**src/rtl/imsf_ram.sv**
```systemverilog
// Simple dual-port RAM: one write port, one read port with registered data.
// Used for the edge store and the union-find parent table. No dependencies.
module imsf_ram #(
    parameter int ADDR_W = 8,
    parameter int DATA_W = 8
) (
    input  logic              clk,
    input  logic              we,
    input  logic [ADDR_W-1:0] waddr,
    input  logic [DATA_W-1:0] wdata,
    input  logic [ADDR_W-1:0] raddr,
    output logic [DATA_W-1:0] rdata
);

    logic [DATA_W-1:0] mem [2**ADDR_W];

    always_ff @(posedge clk)
    begin
        if (we)
        begin
            mem[waddr] <= wdata;
        end
        rdata <= mem[raddr];
    end

endmodule
```
**config.mk**
```make
export PLATFORM = sky130hd
export DESIGN_NAME = imsf_ram
export DESIGN_NICKNAME = d
export VERILOG_FILES = /design/src/rtl/imsf_ram.sv
export SDC_FILE = /design/constraint.sdc
export NUM_CORES = 2
export LEC_CHECK = 0
export BUFFER_PORTS_ARGS = -buffer_cell sky130_fd_sc_hd__buf_2
export CAP_MARGIN = 20
export CELL_PAD_IN_SITES_DETAIL_PLACEMENT = 0
export CELL_PAD_IN_SITES_GLOBAL_PLACEMENT = 1
export CORE_MARGIN = 4
export CORE_UTILIZATION = 55
export DETAILED_ROUTE_END_ITERATION = 8
export GPL_TIMING_DRIVEN = 1
export PLACE_DENSITY = 0.89
export SYNTH_ARGS = -nofsm -noshare
export SYNTH_HDL_FRONTEND = slang
export SYNTH_SLANG_ARGS = --single-unit
```
**constraint.sdc**
```tcl
create_clock -name clk -period 5.5 [get_ports clk]
set_input_delay 0.55 -clock clk [delete_from_list [all_inputs] [get_ports clk]]
set_output_delay 0.55 -clock clk [all_outputs]
set_load 0.005 [all_outputs]
```
==> flow_summary.yaml <==
synthesis:
  synth_cells: 3733
  synth_edf_count: 2048
  synthDistinctLibCells: 55
  synth_area_mm2: 0.0796
  ys_ff_latch: 2056
  avgSynthCellArea_um2: 21.3
  synth-async-reset-ratio_pct: 0
  ys_warn_count: 0
  ys_seq_area_share_pct: 77.5
  synth_nets: 3759
  ys.flop_type: "edfxtp_1"
status:
  outcome: "completed"
clocking:
  htreeDepth: 4
  cts.clk_slew.worst_paths_ns: 0.06
  clk_latency_ns: 0.84
  cts_resized: 0
  cts.sinks: 2056
  clock_tree.root_cell: "clkbuf_16"
  postCtsHoldBufs: 0
  cts_setup_buffers: 0
  cts_tree: "yes"
  numCtsBuffers: 189
  cts_buffer_depth: 3
sta:
  tns_ns: 0
  period_minus_slack_ns: 3.26
  hold_violations: 0
  fin_crit_sh_pct: 59.3
  setup_viol: 0
  rsz0062_at_grt: "false"
  slew_headroom_pct: 21.4
  finalMaxSlewViolations: 0
  final.setup_skew_ns: 0.0562
  fmax_ghz: 0.306
  worstMarginPinSlew_ns: 1.18
floorplan:
  die-area_mm2: 0.151
  io_pins: 34
  initial_core_util_pct: 55.4
  core_mm2: 0.144
  row_count: 139
  die_w_um: 388
  chipHeight_um: 388
placement:
  port_buffers: 33
  place_hpwl_mm: 113
  placed_cell_area_mm2: 0.0817
  dp_cells: 5539
  globalplace.congestion: 0.878
worst_setup_path:
  worst-endpoint-arrival_ns: 3.93
  worst-path-max-fanout: 38
  startpoint_type: "input pin"
  cp.required_ns: 6.17
  path_class: "input pin to flip-flop"
  endpoint_kind: "flip-flop"
grt:
  overflow: 0
  antenna_found_initial: 7
  grt_usage_pct: 25.7
  grt_max_degree: 207
  grt_first_pass_wirelength_mm: 282
  grt_pass1_vias: 40000
pwr:
  p_leak_uw: 0.0270
  total_power_uw: 31900
  power.density_mw_per_mm2: 363
  ir_drop_uv: 314
detailed_routing:
  ant_nets: 0
  route.met3.wl_mm: 25.3
  wl_per_cell_um: 32.8
  wl_met2_mm: 90.4
  drc_errors: 0
  first_pass_iters: 6
  drtIter0Drc: 5893
  viasPerCell: 6.80
  routed.top_layer: "met5"
  met1_length_mm: 68.8
  wl_mm: 193
  dr_total_vias: 40000
finish:
  finish.instance_area_mm2: 0.0879
  nets: 3853
  n_fill_cell: 9449
  finish.utilization_pct: 61.2
  final_cell_count_no_fill: 5888
  area_delta_synth_final_pct: 10.5
  drive_above_1_share_pct: 22.0
hold_path:
  hp-class: "input pin to flip-flop"
job:
  max_cap_viol_count: 0
## metal layers
| metal | vias to the layer above | track usage, % |
|---|---|---|
| met5 | - | 0 |
| li1 | 15900 | - |
| met1 | 20600 | 36.2 |
| met4 | 4 | 10.3 |
| met2 | 3058 | 39.1 |
| met3 | 506 | 6.64 |
## registers in the layout, summed over array words and instances (netlist names)
name   cells
rdata      8
mem     2048
## cell families (layout without fill, tap and decap cells)
group / Yosys count / in the layout / share of synthesized area, %
muxes: 591 / 591 / 14.6
other: 0 / 7 / 0
buffers and inverters: 235 / 480 / 1.83
AOI/OAI and AO/OA: 385 / 385 / 3.42
and+or+nand+nor: 466 / 466 / 2.63
DFF: 2056 / 2056 / 77.5
## layout make-up
type / count / area, um^2 / share of cell area (%)
clock inverters: 108 / 1200 / 1.37
diodes: 7 / 17.5 / 0.0199
repair buffers: 136 / 1220 / 1.38
clock buffers: 234 / 4940 / 5.62
inverters: 2 / 7.51 / 0.00854
flip-flops and latches: 2056 / 61700 / 70.1
well taps: 1903 / 2380 / 2.71
multi-input cells: 1442 / 16500 / 18.7
## per-stage QoR
step	setup WS (ns)	hold WS, ns
after detailed placement	1.51	1.04
after floorplan	3.01	0.649
final	2.24	0.217
after global placement	1.22	1.01
after global routing	2.23	0.219
after CTS	2.37	0.170
## critical path: stages
cell,delay [ns]
buf_8,0.47
buf_12,0.31
mux4_2,0.54
a22o_1,0.29
a221oi_1,0.55
o32ai_1,0.20
nor3_1,0.75
nor4_1,0.16
## cell usage in the layout (no fill, tap or decap), types with 34 or more instances in the layout
cell and n:
nand3_1 34, a21oi_1 96, clkbuf_16 191, mux2i_1 134, nor2_1 279, o221ai_1 46, clkbuf_1 43, mux4_2 454
buf_4 88, clkinv_1 35, edfxtp_1 2048, a22oi_1 133
## worst paths after layout
kind	from	end	slack, ns	cells past startpoint
hold / removal	wdata[4]	mem[87][4]	0.22	1
hold reg to reg	mem[34][0]	rdata[0]	1.14	6
setup / recovery	raddr[0]	rdata[5]	2.24	8
setup reg to reg	mem[82][5]	rdata[5]	2.54	6
## synth_stat cells (10+ instances only)
cell type	n	share of area, %
o22ai_1	28	0.22
a211oi_1	16	0.15
buf_1	22	0.10
o21ai_0	10	0.063
nor3_1	22	0.14
buf_2	31	0.20
a221oi_1	13	0.14
mux2i_1	134	1.7
o221ai_1	46	0.51
edfxtp_1	2048	77
buf_8	13	0.25
a22oi_1	133	1.3
nand2_1	33	0.16
buf_4	27	0.25
nor2b_1	31	0.24
mux4_2	454	13
nor2_1	282	1.3
nor4_1	24	0.19
o211ai_1	10	0.094
clkbuf_1	111	0.52
nand3_1	34	0.21
nand4_1	10	0.079
a21oi_1	96	0.60
buf_6	21	0.30
## power breakdown
part | internal [uW] | switching, uW
sequential | 17300 | 43.8
combinational | 514 | 1010
clock | 7360 | 5740
total | 25100 | 6790
Note: power is estimated with default switching activity, not from simulation.
